$ cat src/design/assert_macros.svh
// Assertion macros used by the classifier core
`ifndef ASSERT_MACROS_SVH
`define ASSERT_MACROS_SVH

`ifndef SYNTHESIS

// Property checked at every rising clock edge outside reset
`define BDPC_ASSERT(lbl, clk, rst_n, prop) \
    lbl: assert property (@(posedge clk) disable iff (!rst_n) (prop)) \
        else $error("assertion failed");

// Condition in one cycle implies a consequence in the next
`define BDPC_ASSERT_NEXT(lbl, clk, rst_n, ante, cons) \
    lbl: assert property (@(posedge clk) disable iff (!rst_n) (ante) |=> (cons)) \
        else $error("assertion failed");

`else

`define BDPC_ASSERT(lbl, clk, rst_n, prop)
`define BDPC_ASSERT_NEXT(lbl, clk, rst_n, ante, cons)

`endif

`endif

$ cat src/design/bdpc_pkg.sv
// Types and constants for the button debounce and press classifier
`timescale 1ns / 1ps

package bdpc_pkg;

    localparam int TIME_W   = 32;
    localparam int CFG_W    = 16;
    localparam int S_DATA_W = 40;
    localparam int M_DATA_W = 8;

    typedef enum logic {
        OP_INIT   = 1'b0,
        OP_SAMPLE = 1'b1
    } opcode_t;

    typedef enum logic [1:0] {
        EV_NONE  = 2'd0,
        EV_SHORT = 2'd1,
        EV_LONG  = 2'd2
    } press_event_t;

    // Configuration register indexes
    localparam logic CFG_DEBOUNCE_TIME   = 1'b0;
    localparam logic CFG_LONG_PRESS_TIME = 1'b1;

    localparam logic [CFG_W-1:0] DEBOUNCE_TIME_RST   = 16'd30;
    localparam logic [CFG_W-1:0] LONG_PRESS_TIME_RST = 16'd1000;

    typedef struct packed {
        opcode_t             opcode;
        logic                pressed_level;
        logic [TIME_W-1:0]   now_time;
    } item_t;

endpackage

$ cat src/design/button_debounce_press_classifier.sv
// Top level: input register, classifier core and result register
//
// Button debounce and short/long press classifier.
// Slave channel (s_): one beat per raw button sample. s_tuser carries the
// opcode (0 = initialise state, 1 = process sample); s_tdata carries the
// raw level and a 32-bit wrapping millisecond timestamp.
// Master channel (m_): exactly one result beat per input beat, in order,
// carrying the press event (0 none, 1 short press, 2 long press).
// Configuration: cfg_we writes cfg_wdata into register cfg_index
// (0 = debounce time, 1 = long-press time); write only while idle.
// An accepted beat moves from the input register to the result register.
// Throughput: one beat per cycle while m_tready is high; the state update
// is one pass of short logic between the input and result registers.
// Reset (aresetn low, synchronous): state cleared, debounce time 30 ms,
// long-press time 1000 ms, both channels empty.
// When m_tready is low the result is held; the input register still takes
// one further beat, then s_tready drops until the result is taken.
`timescale 1ns / 1ps

module button_debounce_press_classifier
    import bdpc_pkg::*;
(
    input  logic                  aclk,
    input  logic                  aresetn,
    input  logic                  cfg_we,
    input  logic                  cfg_index,
    input  logic [CFG_W-1:0]      cfg_wdata,
    input  logic                  s_tvalid,
    output logic                  s_tready,
    input  logic [S_DATA_W-1:0]   s_tdata,   // [0] pressed_level, [32:1] now_time, rest zero
    input  logic                  s_tuser,   // [0] opcode
    output logic                  m_tvalid,
    input  logic                  m_tready,
    output logic [M_DATA_W-1:0]   m_tdata    // [1:0] press_event, rest zero
);

    logic          in_valid_reg, in_valid_next;
    item_t         in_item_reg;
    logic          m_valid_reg, m_valid_next;
    press_event_t  m_event_reg;
    press_event_t  core_event;
    logic          advance;
    logic          s_accept;

    assign advance  = in_valid_reg && (!m_valid_reg || m_tready);
    assign s_tready = !in_valid_reg || advance;
    assign s_accept = s_tvalid && s_tready;

    assign in_valid_next = s_accept || (in_valid_reg && !advance);
    assign m_valid_next  = advance || (m_valid_reg && !m_tready);

    always_ff @(posedge aclk) begin
        if (!aresetn) begin
            in_valid_reg <= 1'b0;
            m_valid_reg  <= 1'b0;
        end else begin
            in_valid_reg <= in_valid_next;
            m_valid_reg  <= m_valid_next;
        end
    end

    // capture the incoming beat
    always_ff @(posedge aclk) begin
        if (s_accept) begin
            in_item_reg.opcode        <= opcode_t'(s_tuser);
            in_item_reg.pressed_level <= s_tdata[0];
            in_item_reg.now_time      <= s_tdata[TIME_W:1];
        end
    end

    always_ff @(posedge aclk) begin
        if (advance) begin
            m_event_reg <= core_event;
        end
    end

    bdpc_core u_core (
        .aclk        (aclk),
        .aresetn     (aresetn),
        .cfg_we      (cfg_we),
        .cfg_index   (cfg_index),
        .cfg_wdata   (cfg_wdata),
        .advance     (advance),
        .item        (in_item_reg),
        .press_event (core_event)
    );

    assign m_tvalid = m_valid_reg;
    assign m_tdata  = {{(M_DATA_W-2){1'b0}}, m_event_reg};

endmodule

$ cat src/design/bdpc_core.sv
// Debounce state, configuration registers and press classification logic
`timescale 1ns / 1ps
`include "assert_macros.svh"

module bdpc_core
    import bdpc_pkg::*;
(
    input  logic               aclk,
    input  logic               aresetn,
    input  logic               cfg_we,
    input  logic               cfg_index,
    input  logic [CFG_W-1:0]   cfg_wdata,
    input  logic               advance,
    input  item_t              item,
    output press_event_t       press_event
);

    logic [CFG_W-1:0]  debounce_time_reg;
    logic [CFG_W-1:0]  long_press_time_reg;

    logic              raw_level_seen_reg,       raw_level_seen_next;
    logic              stable_level_reg,         stable_level_next;
    logic              ignore_until_release_reg, ignore_until_release_next;
    logic [TIME_W-1:0] change_time_reg,          change_time_next;
    logic [TIME_W-1:0] press_start_time_reg,     press_start_time_next;

    logic [TIME_W-1:0] deadline_diff;
    logic [TIME_W-1:0] held_time;
    logic              deadline_reached;
    logic              held_long;
    press_event_t      event_comb;

    always_ff @(posedge aclk) begin
        if (!aresetn) begin
            debounce_time_reg   <= DEBOUNCE_TIME_RST;
            long_press_time_reg <= LONG_PRESS_TIME_RST;
        end else if (cfg_we) begin
            unique case (cfg_index)
                CFG_DEBOUNCE_TIME:   debounce_time_reg   <= cfg_wdata;
                CFG_LONG_PRESS_TIME: long_press_time_reg <= cfg_wdata;
                default:             ;
            endcase
        end
    end

    // now - (change_time + debounce_time), wrap-safe via the sign bit
    assign deadline_diff    = item.now_time - change_time_reg
                              - {{(TIME_W-CFG_W){1'b0}}, debounce_time_reg};
    assign deadline_reached = !deadline_diff[TIME_W-1];
    assign held_time        = item.now_time - press_start_time_reg;
    assign held_long        = held_time >= {{(TIME_W-CFG_W){1'b0}}, long_press_time_reg};

    always_comb begin
        raw_level_seen_next       = raw_level_seen_reg;
        stable_level_next         = stable_level_reg;
        ignore_until_release_next = ignore_until_release_reg;
        change_time_next          = change_time_reg;
        press_start_time_next     = press_start_time_reg;
        event_comb                = EV_NONE;
        if (item.opcode == OP_INIT) begin
            raw_level_seen_next       = item.pressed_level;
            stable_level_next         = item.pressed_level;
            ignore_until_release_next = item.pressed_level;
            change_time_next          = item.now_time;
            press_start_time_next     = item.now_time;
        end else if (long_press_time_reg != '0) begin
            // any raw change restarts the debounce timer
            if (item.pressed_level != raw_level_seen_reg) begin
                raw_level_seen_next = item.pressed_level;
                change_time_next    = item.now_time;
            end else if (item.pressed_level != stable_level_reg && deadline_reached) begin
                stable_level_next = item.pressed_level;
                if (item.pressed_level) begin
                    if (!ignore_until_release_reg) begin
                        press_start_time_next = item.now_time;
                    end
                end else if (ignore_until_release_reg) begin
                    ignore_until_release_next = 1'b0;
                end else begin
                    event_comb = held_long ? EV_LONG : EV_SHORT;
                end
            end
        end
    end

    always_ff @(posedge aclk) begin
        if (!aresetn) begin
            raw_level_seen_reg       <= 1'b0;
            stable_level_reg         <= 1'b0;
            ignore_until_release_reg <= 1'b0;
            change_time_reg          <= '0;
            press_start_time_reg     <= '0;
        end else if (advance) begin
            raw_level_seen_reg       <= raw_level_seen_next;
            stable_level_reg         <= stable_level_next;
            ignore_until_release_reg <= ignore_until_release_next;
            change_time_reg          <= change_time_next;
            press_start_time_reg     <= press_start_time_next;
        end
    end

    assign press_event = event_comb;

    // an ignored press always has the debounced level held
    `BDPC_ASSERT(a_ignore_implies_held, aclk, aresetn,
                 !ignore_until_release_reg || stable_level_reg)
    // events come only from a debounced release of a sample
    `BDPC_ASSERT(a_event_on_release, aclk, aresetn,
                 (press_event == EV_NONE) ||
                 (item.opcode == OP_SAMPLE && !item.pressed_level && stable_level_reg))
    `BDPC_ASSERT_NEXT(a_disabled_holds_state, aclk, aresetn,
                      advance && item.opcode == OP_SAMPLE && long_press_time_reg == '0,
                      $stable(raw_level_seen_reg) && $stable(stable_level_reg) &&
                      $stable(change_time_reg) && $stable(press_start_time_reg))
    `BDPC_ASSERT_NEXT(a_init_loads_levels, aclk, aresetn,
                      advance && item.opcode == OP_INIT,
                      raw_level_seen_reg == stable_level_reg &&
                      ignore_until_release_reg == stable_level_reg)

endmodule

$ cat config.mk
export PLATFORM = sky130hd
export DESIGN_NAME = button_debounce_press_classifier
export DESIGN_NICKNAME = d
export VERILOG_FILES = /design/src/design/bdpc_pkg.sv /design/src/design/button_debounce_press_classifier.sv /design/src/design/bdpc_core.sv
export VERILOG_INCLUDE_DIRS = /design/src /design/src/design
export SDC_FILE = /design/constraint.sdc
export NUM_CORES = 1
export LEC_CHECK = 0
export ABC_AREA = 1
export BUFFER_PORTS_ARGS = -buffer_cell sky130_fd_sc_hd__buf_2
export CORE_MARGIN = 1
export CORE_UTILIZATION = 30
export CTS_BUF_LIST = sky130_fd_sc_hd__clkbuf_16
export CTS_CLUSTER_DIAMETER = 60
export DETAILED_ROUTE_END_ITERATION = 8
export GPL_TIMING_DRIVEN = 1
export SYNTH_ARGS = -nofsm -noshare
export SYNTH_HDL_FRONTEND = slang
export SYNTH_HIERARCHICAL = 1
export SYNTH_SLANG_ARGS = --single-unit
$ cat constraint.sdc
create_clock -name aclk -period 2.7 [get_ports aclk]
set_input_delay 0.135 -clock aclk [delete_from_list [all_inputs] [get_ports aclk]]
set_output_delay 0.135 -clock aclk [all_outputs]
set_load 0.005 [all_outputs]
; Word level (Yosys, flattened, before mapping)
; Index checks and enable logic that the tools add are counted.
[classes]
addsub = 3
multipliers = 0
n_div = 0
order_cmp = 1
n_eq_ne = 9
n_shift = 0
n_mux = 22
bitwise = 4
n_reduce_logical = 22
[op_table]
columns = operator, n
row1 = $mux 32, 9
row2 = $sub 32x32->32, 2
row3 = $ge 32x16->1, 1
row4 = $sub 32x16->32, 1
row5 = $reduce_bool 16->1, 1
row6 = $mux 1, 12
row7 = $ne 2x2->1 const B, 4
row8 = $ne 2x1->1 const B, 3
row9 = $reduce_and 6->1, 1
row10 = $reduce_or 6->1, 1
row11 = $logic_and 1x1->1, 5
row12 = $logic_not 1->1, 5
row13 = $reduce_and 5->1, 1
row14 = $logic_or 1x1->1, 4
row15 = $not 1->1, 4
row16 = $reduce_and 2->1, 2
row17 = $reduce_and 4->1, 1
row18 = $reduce_and 3->1, 1
row19 = $mux 2, 1
row20 = $ne 1x1->1, 2
[totals]
regBits = 137
latchBits = 0
ram_bits = 0
rom_bits = 0
wordCells = 74
mem_count = 0

; Depth between registers and ports, before layout
; Gate-level depths: netlist (run 1).
[depth]
word_depth = 8
depth_mapped = 23
depth_no_buf = 23

; Cells and area by module
; Netlist (run 1), hierarchy kept.
[by_module_without_submodules]
columns = module, instances, cells_each, area_each_um2
row1 = bdpc_core, 1, 1314, 8264.2
row2 = button_debounce_press_classifier, 1, 56, 1224.9

; Least setup slack after synthesis (run 1)
; Ideal clock, no wire load.
[synth_timing]
path_kind = register -> register
from = register in_item_reg[7] in the netlist's numbering
to = register m_event_reg[1], data pin
setup_time_ps = 257
arrival_ps = 2538
required_time_ps = 2443
path_slack_ps = -95
stages_incl_launch_ff = 20
period_less_slack_ps = 2795
cell_sequence = edfxtp_1 -> ha_1 -> nand2_1 -> inv_1 -> a21oi_1 -> nor2_1 -> nor2_1 -> nand2_1 -> xor2_1 -> ha_1 -> a21oi_1 -> nor2_1 -> nor2_1 -> nand2_1 -> a21oi_1 -> nand3_1 -> nor2_1 -> nand3b_1 -> nor2_1 -> a21oi_1
[synth_between]
elab_chain_len = 6
[synth_lines]
columns = item, line
row1 = start: declaration, button_debounce_press_classifier.sv:38  ; item_t in_item_reg;
row2 = $sub 32x32->32, bdpc_core.sv:47  ; assign deadline_diff = item.now_time - change_time_reg
row3 = $sub 32x16->32, bdpc_core.sv:48  ; - {{(TIME_W-CFG_W){1'b0}}, debounce_time_reg};
row4 = $logic_not 1->1, bdpc_core.sv:49  ; assign deadline_reached = !deadline_diff[TIME_W-1];
row5 = $logic_and 1x1->1, bdpc_core.sv:71  ; end else if (item.pressed_level != stable_level_reg && deadline_reached) begin
row6 = $not 1->1 (no line), --
row7 = $reduce_or 6->1 (no line), --
row8 = end signal: assignment, button_debounce_press_classifier.sv:73  ; m_event_reg <= core_event;
row9 = end: declaration, button_debounce_press_classifier.sv:40  ; press_event_t m_event_reg;
; Several ways; a longest one is shown, not always the timed one.
; A chain may end at the register's enable or synchronous reset.

; Worst setup path in the final report (run 1)
[layout_timing]
from = register in_item_reg[10] in the netlist's numbering
to = register u_core.press_start_time_reg[12]
[layout_between]
elab_chain_len = 6
[layout_lines]
columns = item, line
row1 = $sub 32x32->32, bdpc_core.sv:47
row2 = $sub 32x16->32, bdpc_core.sv:48
row3 = $logic_not 1->1, bdpc_core.sv:49
row4 = $logic_and 1x1->1, bdpc_core.sv:71
row5 = $ne 2x1->1 (no line), --
row6 = $reduce_and 6->1 (no line), --
row7 = end signal: assignment, bdpc_core.sv:98  ; press_start_time_reg <= press_start_time_next;
row8 = end: declaration, bdpc_core.sv:25  ; logic [TIME_W-1:0] press_start_time_reg, press_start_time_next;
; No other way between the ends.

==> results.cfg, run 1 <==
[yosys]
yosysMostFrequentCell = nand2_1
synth_commonest_cells = nand2_1, inv_1, nor2_1
ys_seq_area_share_pct = 32.7
synth_flop_cell = dfxtp_1
synth_warnings = 6
async_flop_share_pct = 0
yosysTopAreaCellShare_pct = 21.3
synth_top_family_by_area = simple AND/OR/NAND/NOR gates
synth_top_cells_by_area = dfxtp_1, nand2_1, ha_1
ys_types = 39
synth.largest_area_cell = dfxtp_1
yosys.area_share.simple_pct = 26.5
synth_fa_ha_area_share_pct = 15.6
synth-compound-area-share_pct = 9.84
syn-instance-count = 1370
syn_area_sq_um = 9490
synth_edf_count = 36
avgSynthCellArea_sq_um = 6.93
synth-xor-area-share_pct = 1.85
synth_seq_cells = 137
synthMuxAreaShare_pct = 0

[worst_setup_path]
path_common_cell = nand2_2
slowest_delay_ns = 0.48
critPathKind = register to register
crit_arrival_ns = 3.44
startpoint_type = register
crit_chain = buf_4 > fa_1 > ha_4 > nand4_1 > nor3_4 > nand2_2 > nand2_2 > nand2_1 > nand3_1 > nand3_2 > nand2_4 > nand3_4 > buf_12 > buf_16 > nand2_2 > inv_1 > nor2_1
required_ns = 3.07
cp_slowest_cell = fa_1
timing.rr.start = in_item_reg[10]
rrSetupSlack_ns = -0.37
cp_max_fo = 7
r2r-end = u_core/press_start_time_reg[12]
endpoint_kind = register
ff2ff_path_depth = 17

[global_routing]
grt_pass1_wl_um = 45900
use_met1_pct = 22.9
track_usage_pct = 18.0
gr-usage-met2_pct = 31.2
overflow = 0
grt_max_degree = 82
gr-usage-met3_pct = 2.55
grt_pass1_vias = 9008
busiest_layer = met2
antenna_found_initial = 0

[cells_and_area]
largest_reg_flops = 34
design_area_sq_um = 13000
n_antenna_cell = 0
drive_gt1_share_pct = 21.9
nets = 1780
syn_to_final_growth_pct = 37.2

[floorplan]
dieArea_sq_um = 32300
core.rowCount = 64
start_util_pct = 30.8
fp.dieH_um = 180
fp.dieW_um = 180
core_sq_um = 30800
io_pins = 73

[timing]
setup_tns_ns = -11.13
rsz0062_at_grt = yes
finalSetupViolCount = 36
worst_slew_pin_slew_ns = 0.825
setup_ws_ns = -0.372
fmax_ghz = 0.326
clock_skew_ns = 0.00893
worst_slew_margin_rel_pct = 45.0
fin_crit_sh_pct = 114
finalHoldViolations = 0
fin_crit_ns = 3.07
drv_slew = 0

[placed_design]
io_buffers = 59
dpl_worst_slack_ns = -0.468
placed_area_sq_um = 11100
dp_hpwl_um = 20600
routabilityCongestion = 0.914

[clock_tree]
cts_tree = built
clock_latency_ns = 0.44
cts.sinks = 137
cts_buffers = 17
root_buffer = clkbuf_16
clockBufferDepth = 2
clkTransAtPathRegs_ns = 0.06
htree_levels = 4

[hold_path]
hold_path_depth = 3
min_to = u_core/long_press_time_reg[12]
holdCritStartpoint = cfg_wdata[12]
hp-class = input port to register

[power_and_ir_drop]
p_per_area_nw_per_um2 = 531
combPwrFrac_pct = 32.4
ir_drop_v = 0.000415
p_switching_w = 0.00226
seqPwrFrac_pct = 33.3
intPower_w = 0.00466
pwr-share-clk_pct = 34.3
p_leak_nw = 6.31
swShare_pct = 32.6
totalPowerFinal_w = 0.00692

[run_status]
outcome = complete, but fails checks
violations = DRC, setup timing

[route]
antenna_left = 0
dr_total_vias = 9269
drt_iter0_markers = 417
detail_route.wl_per_cell_um = 14.2
drt_first_pass_iters = 7
routed_wl_um = 28700
via_per_inst = 4.60
drc = 5

[run]
cap_violations = 0
==> metrics by stage <==
step	hold slack, ns	utilization (%)	instances
after global placement	0.311	35.9	1896
after global routing	0.0444	42.2	2017
after CTS	0.00878	41.6	2008
final	0.0272	42.2	2017
after floorplan	0.234	-	1375
after detailed placement	0.313	35.9	1896
==> cell families (layout without fill, tap and decap cells) <==
| kind of cell | Yosys count | in the layout |
|---|---|---|
| AO/OA/AOI/OAI | 176 | 176 |
| flip-flops | 137 | 137 |
| adder cells (fa/ha/maj) | 109 | 109 |
| other | 1 | 6 |
| buffers and inverters | 327 | 573 |
| AND/OR/NAND/NOR | 600 | 600 |
| XOR/XNOR | 20 | 20 |
==> cell type report <==
cell class,count,area [sq um]
clock buffers,17,425
clock inverters,15,159
inverters,285,1070
flip-flops and latches,137,3100
repair buffers,256,2110
fillers,3088,17800
well taps,396,495
multi-input cells,911,5660
==> timing repair <==
action,in CTS,in global routing
hold endpoints to repair,56,0
setup endpoints to repair,36,36
resized for setup,92,36
gates cloned,3,2
hold buffers,51,0
pin swaps,57,30
buffers inserted,26,7
==> power by group through the flow <==
stage	registers [W]	clock network, W	logic [W]
after floorplan	0.00233	0	0.00119
after global placement	0.00235	0	0.00181
after detailed placement	0.00235	0	0.00184
after CTS	0.00230	0.00243	0.00211
after global routing	0.00232	0.00250	0.00249
final	0.00230	0.00237	0.00224
==> worst max-delay path: cells and delay by family (launching register included) <==
kind                     cells  cell delay, ns
AND/OR/NAND/NOR             11            1.24
adder cells (fa/ha/maj)      2            0.78
buffers and inverters        4            0.54
flip-flops                   1            0.42
==> layout by cell type (no fill, tap or decap), types with 5 or more instances in the layout <==
cell type | netlist | final
nand2_1 | 351 | 295
inv_1 | 283 | 276
buf_4 | 6 | 127
nor2_1 | 121 | 109
dfxtp_1 | 101 | 101
a21oi_1 | 105 | 97
ha_1 | 94 | 78
buf_2 | 9 | 59
nand3_1 | 61 | 55
dlygate4sd3_1 | 0 | 51
nand2_2 | 0 | 50
o21ai_0 | 51 | 48
nand4_1 | 44 | 44
edfxtp_1 | 36 | 36
clkbuf_16 | 0 | 19
xor2_1 | 19 | 16
ha_4 | 0 | 16
fa_1 | 15 | 13
nor2_2 | 0 | 12
inv_2 | 1 | 10
o211ai_1 | 9 | 9
a21oi_2 | 1 | 8
nor3_1 | 10 | 8
nand3_2 | 2 | 7
buf_12 | 0 | 7
nand2_4 | 1 | 7
conb_1 | 1 | 6
buf_6 | 3 | 6
clkinv_1 | 1 | 5
nand3b_1 | 5 | 5
==> routing by layer <==
metal,part of all wire [%],wire (um)
met1,47,13400
met3,3.4,970
met5,0,0
met2,49,13900
met4,1.5,436
==> worst max-delay path by stage <==
stage / from / endpoint
2_1_floorplan: in_item_reg[5] / m_event_reg[1]
3_3_place_gp: in_item_reg[8] / m_event_reg[1]
3_5_place_dp: in_item_reg[10] / m_event_reg[1]
4_1_cts: in_item_reg[10] / m_event_reg[1]
5_1_grt: in_item_reg[14] / u_core/press_start_time_reg[5]
6_report: in_item_reg[10] / u_core/press_start_time_reg[12]
(Power assumes the default switching activity.)
==> inputs of run 2 (changes only) <==
- ABC_AREA: 1 -> unset
==> run 2 against run 1 <==
Effect of this change: the flow finishes with violations (setup timing); cell count fell by 18%; count of clock-buffer cells in the layout did not move; synthesized cell count fell by 25%; utilization rose by 0.88 points; hold slack improved by 0.030 ns; synthesized area fell by 8.5%; global-route usage fell by 1.3 points; flip-flop and latch count did not move; clock skew rose by 0.0011 ns; clock power rose by 2%; via count fell by 16%.
==> results.cfg, run 2 <==
[worst_setup_path]
r2r-end = m_event_reg[1]
worstSetupStartpoint = in_item_reg[4]
endpoint = m_event_reg[1]
rrSetupSlack_ns = -1.23
ff2ff_path_depth = 18
critPathKind = register to register
crit_arrival_ns = 4.10
required_ns = 2.87
cp_max_fo = 3
timing.rr.start = in_item_reg[4]
endpoint_kind = register
startpoint_type = register

[route]
met1Wirelength_um = 10900
detail_route.wl_per_cell_um = 14.1
dr_wl_met2_um = 11300
dr_total_vias = 7766
wl_met3_um = 756
antenna_left = 0
drt_first_pass_iters = 5
routed.top_layer = met4
drc = 0
drt_iter0_markers = 394
via_per_inst = 4.69
routed_wl_um = 23300

[cells_and_area]
nets = 1438
mostFrequentLayoutCell = nand2_1
drive_gt1_share_pct = 25.3
layout_common_cells = nand2_1, buf_4, inv_1
fin_util_pct = 43.1
design_area_sq_um = 12100
syn_to_final_growth_pct = 39.9
largest_reg_flops = 34
n_antenna_cell = 0

[run_status]
outcome = complete, but fails checks
violations = setup timing

[clock_tree]
clockBufferDepth = 2
cts.sinks = 137
root_buffer = clkbuf_16
htree_levels = 4
cts_tree = built
cts_buffers = 17
clock_latency_ns = 0.42
clkTransAtPathRegs_ns = 0.06

[floorplan]
start_util_pct = 30.8
fp.dieH_um = 172
io_pins = 73
fp.dieW_um = 172
dieArea_sq_um = 29600
core.rowCount = 61
core_sq_um = 28200

[yosys]
async_flop_share_pct = 0
synth_top_cells_by_area = dfxtp_1, ha_1, edfxtp_1
syn-instance-count = 1029
ys_seq_area_share_pct = 35.7
ys_types = 62
synth_edf_count = 36
synth.largest_area_cell = dfxtp_1
synth_commonest_cells = nand2_1, inv_1, dfxtp_1
synth_seq_cells = 137
synth_warnings = 6
syn_area_sq_um = 8680
avgSynthCellArea_sq_um = 8.44
yosysTopAreaCellShare_pct = 23.3
yosysMostFrequentCell = nand2_1
synth_flop_cell = dfxtp_1

[power_and_ir_drop]
p_per_area_nw_per_um2 = 514
p_leak_nw = 5.02
ir_drop_v = 0.000426

[global_routing]
grt_max_degree = 52
overflow = 0
antenna_found_initial = 0
grt_pass1_wl_um = 38300
track_usage_pct = 16.7
grt_pass1_vias = 7584

[hold_path]
hp-class = input port to register

[timing]
finalHoldViolations = 0
fin_crit_sh_pct = 145
fmax_ghz = 0.255
finalSetupViolCount = 36
rsz0062_at_grt = yes
setup_ws_ns = -1.23
worst_slew_margin_rel_pct = 54.8
fin_crit_ns = 3.93
worst_slew_pin_slew_ns = 0.676
drv_slew = 0
clock_skew_ns = 0.0100

[placed_design]
routabilityCongestion = 0.891
io_buffers = 59
placed_area_sq_um = 10500
dp_hpwl_um = 16300

[run]
cap_violations = 0
[run 2: cell types whose count changed after synthesis, sizes merged, moves of 9 or more]
cell,previous run,this run
clkbuf,23,32
nand2,352,187
nand3,64,40
nor2,121,27
xnor2,1,20
o211ai,9,18
nand4,44,19
a21oi,106,49
inv,284,131
a21o,1,26
a21boi,0,56
o21ai,52,62
[run 2: timing repair]
item,in CTS,in global routing
hold endpoints to repair,65,0
pin swaps,43,22
setup buffers,11,4
gates cloned,8,0
gates resized for setup,37,13
setup endpoints to repair,36,36
hold buffers,51,0
[run 2: kinds of logic (layout without fill, tap and decap cells)]
| family | Yosys count | count (layout) | share of synthesized area, % |
|---|---|---|---|
| mux | 1 | 1 | 0.115 |
| other cells | 1 | 6 | 0.0432 |
| xor+xnor | 31 | 31 | 3.13 |
| flops | 137 | 137 | 35.7 |
| buf+inv | 185 | 430 | 8.40 |
| fa+ha+maj | 109 | 109 | 17.0 |
| simple gates | 316 | 316 | 16.6 |
| compound gates | 249 | 249 | 19.0 |
[run 2: layout make-up]
cell class / instances / area, sq um
fillers: 2745 / 16000
flip-flops and latches: 137 / 3100
clock inverters: 15 / 174
inverters: 131 / 492
multi-input cells: 712 / 5240
well taps: 378 / 473
repair buffers: 267 / 2240
clock buffers: 17 / 425
[run 2: per-stage QoR]
stage	total power [W]	TNS, ns	cells	worst slack, ns	hold slack (ns)
6_report	0.00624	-33.93	1657	-1.23	0.0568
5_1_grt	0.00658	-38.45	1657	-1.45	0.0630
4_1_cts	0.00627	-32.92	1654	-1.21	0.0453
3_5_place_dp	0.00366	-33.12	1553	-1.39	0.313
3_3_place_gp	0.00364	-32.84	1553	-1.24	0.314
2_1_floorplan	0.00315	-10.87	1034	-1.05	0.234
[run 2: worst min path at each step]
| stage | startpoint | to | slack (ns) | cells past startpoint |
|---|---|---|---|---|
| 6_report | m_tready | in_valid_reg | 0.06 | 3 |
| 3_3_place_gp | s_tdata[26] | in_item_reg[25] | 0.31 | 1 |
| 3_5_place_dp | s_tdata[28] | in_item_reg[27] | 0.31 | 1 |
| 5_1_grt | m_tready | in_valid_reg | 0.06 | 3 |
| 4_1_cts | m_tready | in_valid_reg | 0.05 | 3 |
| 2_1_floorplan | s_tdata[1] | in_item_reg[0] | 0.23 | 0 |
[run 2: per-layer routing]
metal / global-route usage, % / up-vias
met2: 28.7 / 127
met4: 4.46 / 0
met5: 0 / -
met3: 2.36 / 20
met1: 21.8 / 3651
li1: - / 3968
[run 2: report_power, final]
| group | switching, W | leakage (nW) | total, W | internal (W) |
|---|---|---|---|---|
| registers | 0.0000716 | 1.18 | 0.00228 | 0.00221 |
| clock network | 0.000958 | 0.303 | 0.00242 | 0.00146 |
| logic | 0.000766 | 3.54 | 0.00154 | 0.000777 |
[run 2: critical path: stages, from the launching register on]
cell	delay, ns
edfxtp_1	0.43
ha_4	0.25
a2111o_1	0.41
o21a_1	0.22
and2_4	0.16
o21ai_2	0.10
nand2b_1	0.07
xor2_1	0.15
ha_1	0.33
a21o_1	0.16
a21oi_1	0.13
o22ai_1	0.10
o21ai_1	0.13
o211ai_1	0.11
a21oi_1	0.13
nand4_1	0.11
nor4_2	0.29
nand3_1	0.14
o31a_1	0.25
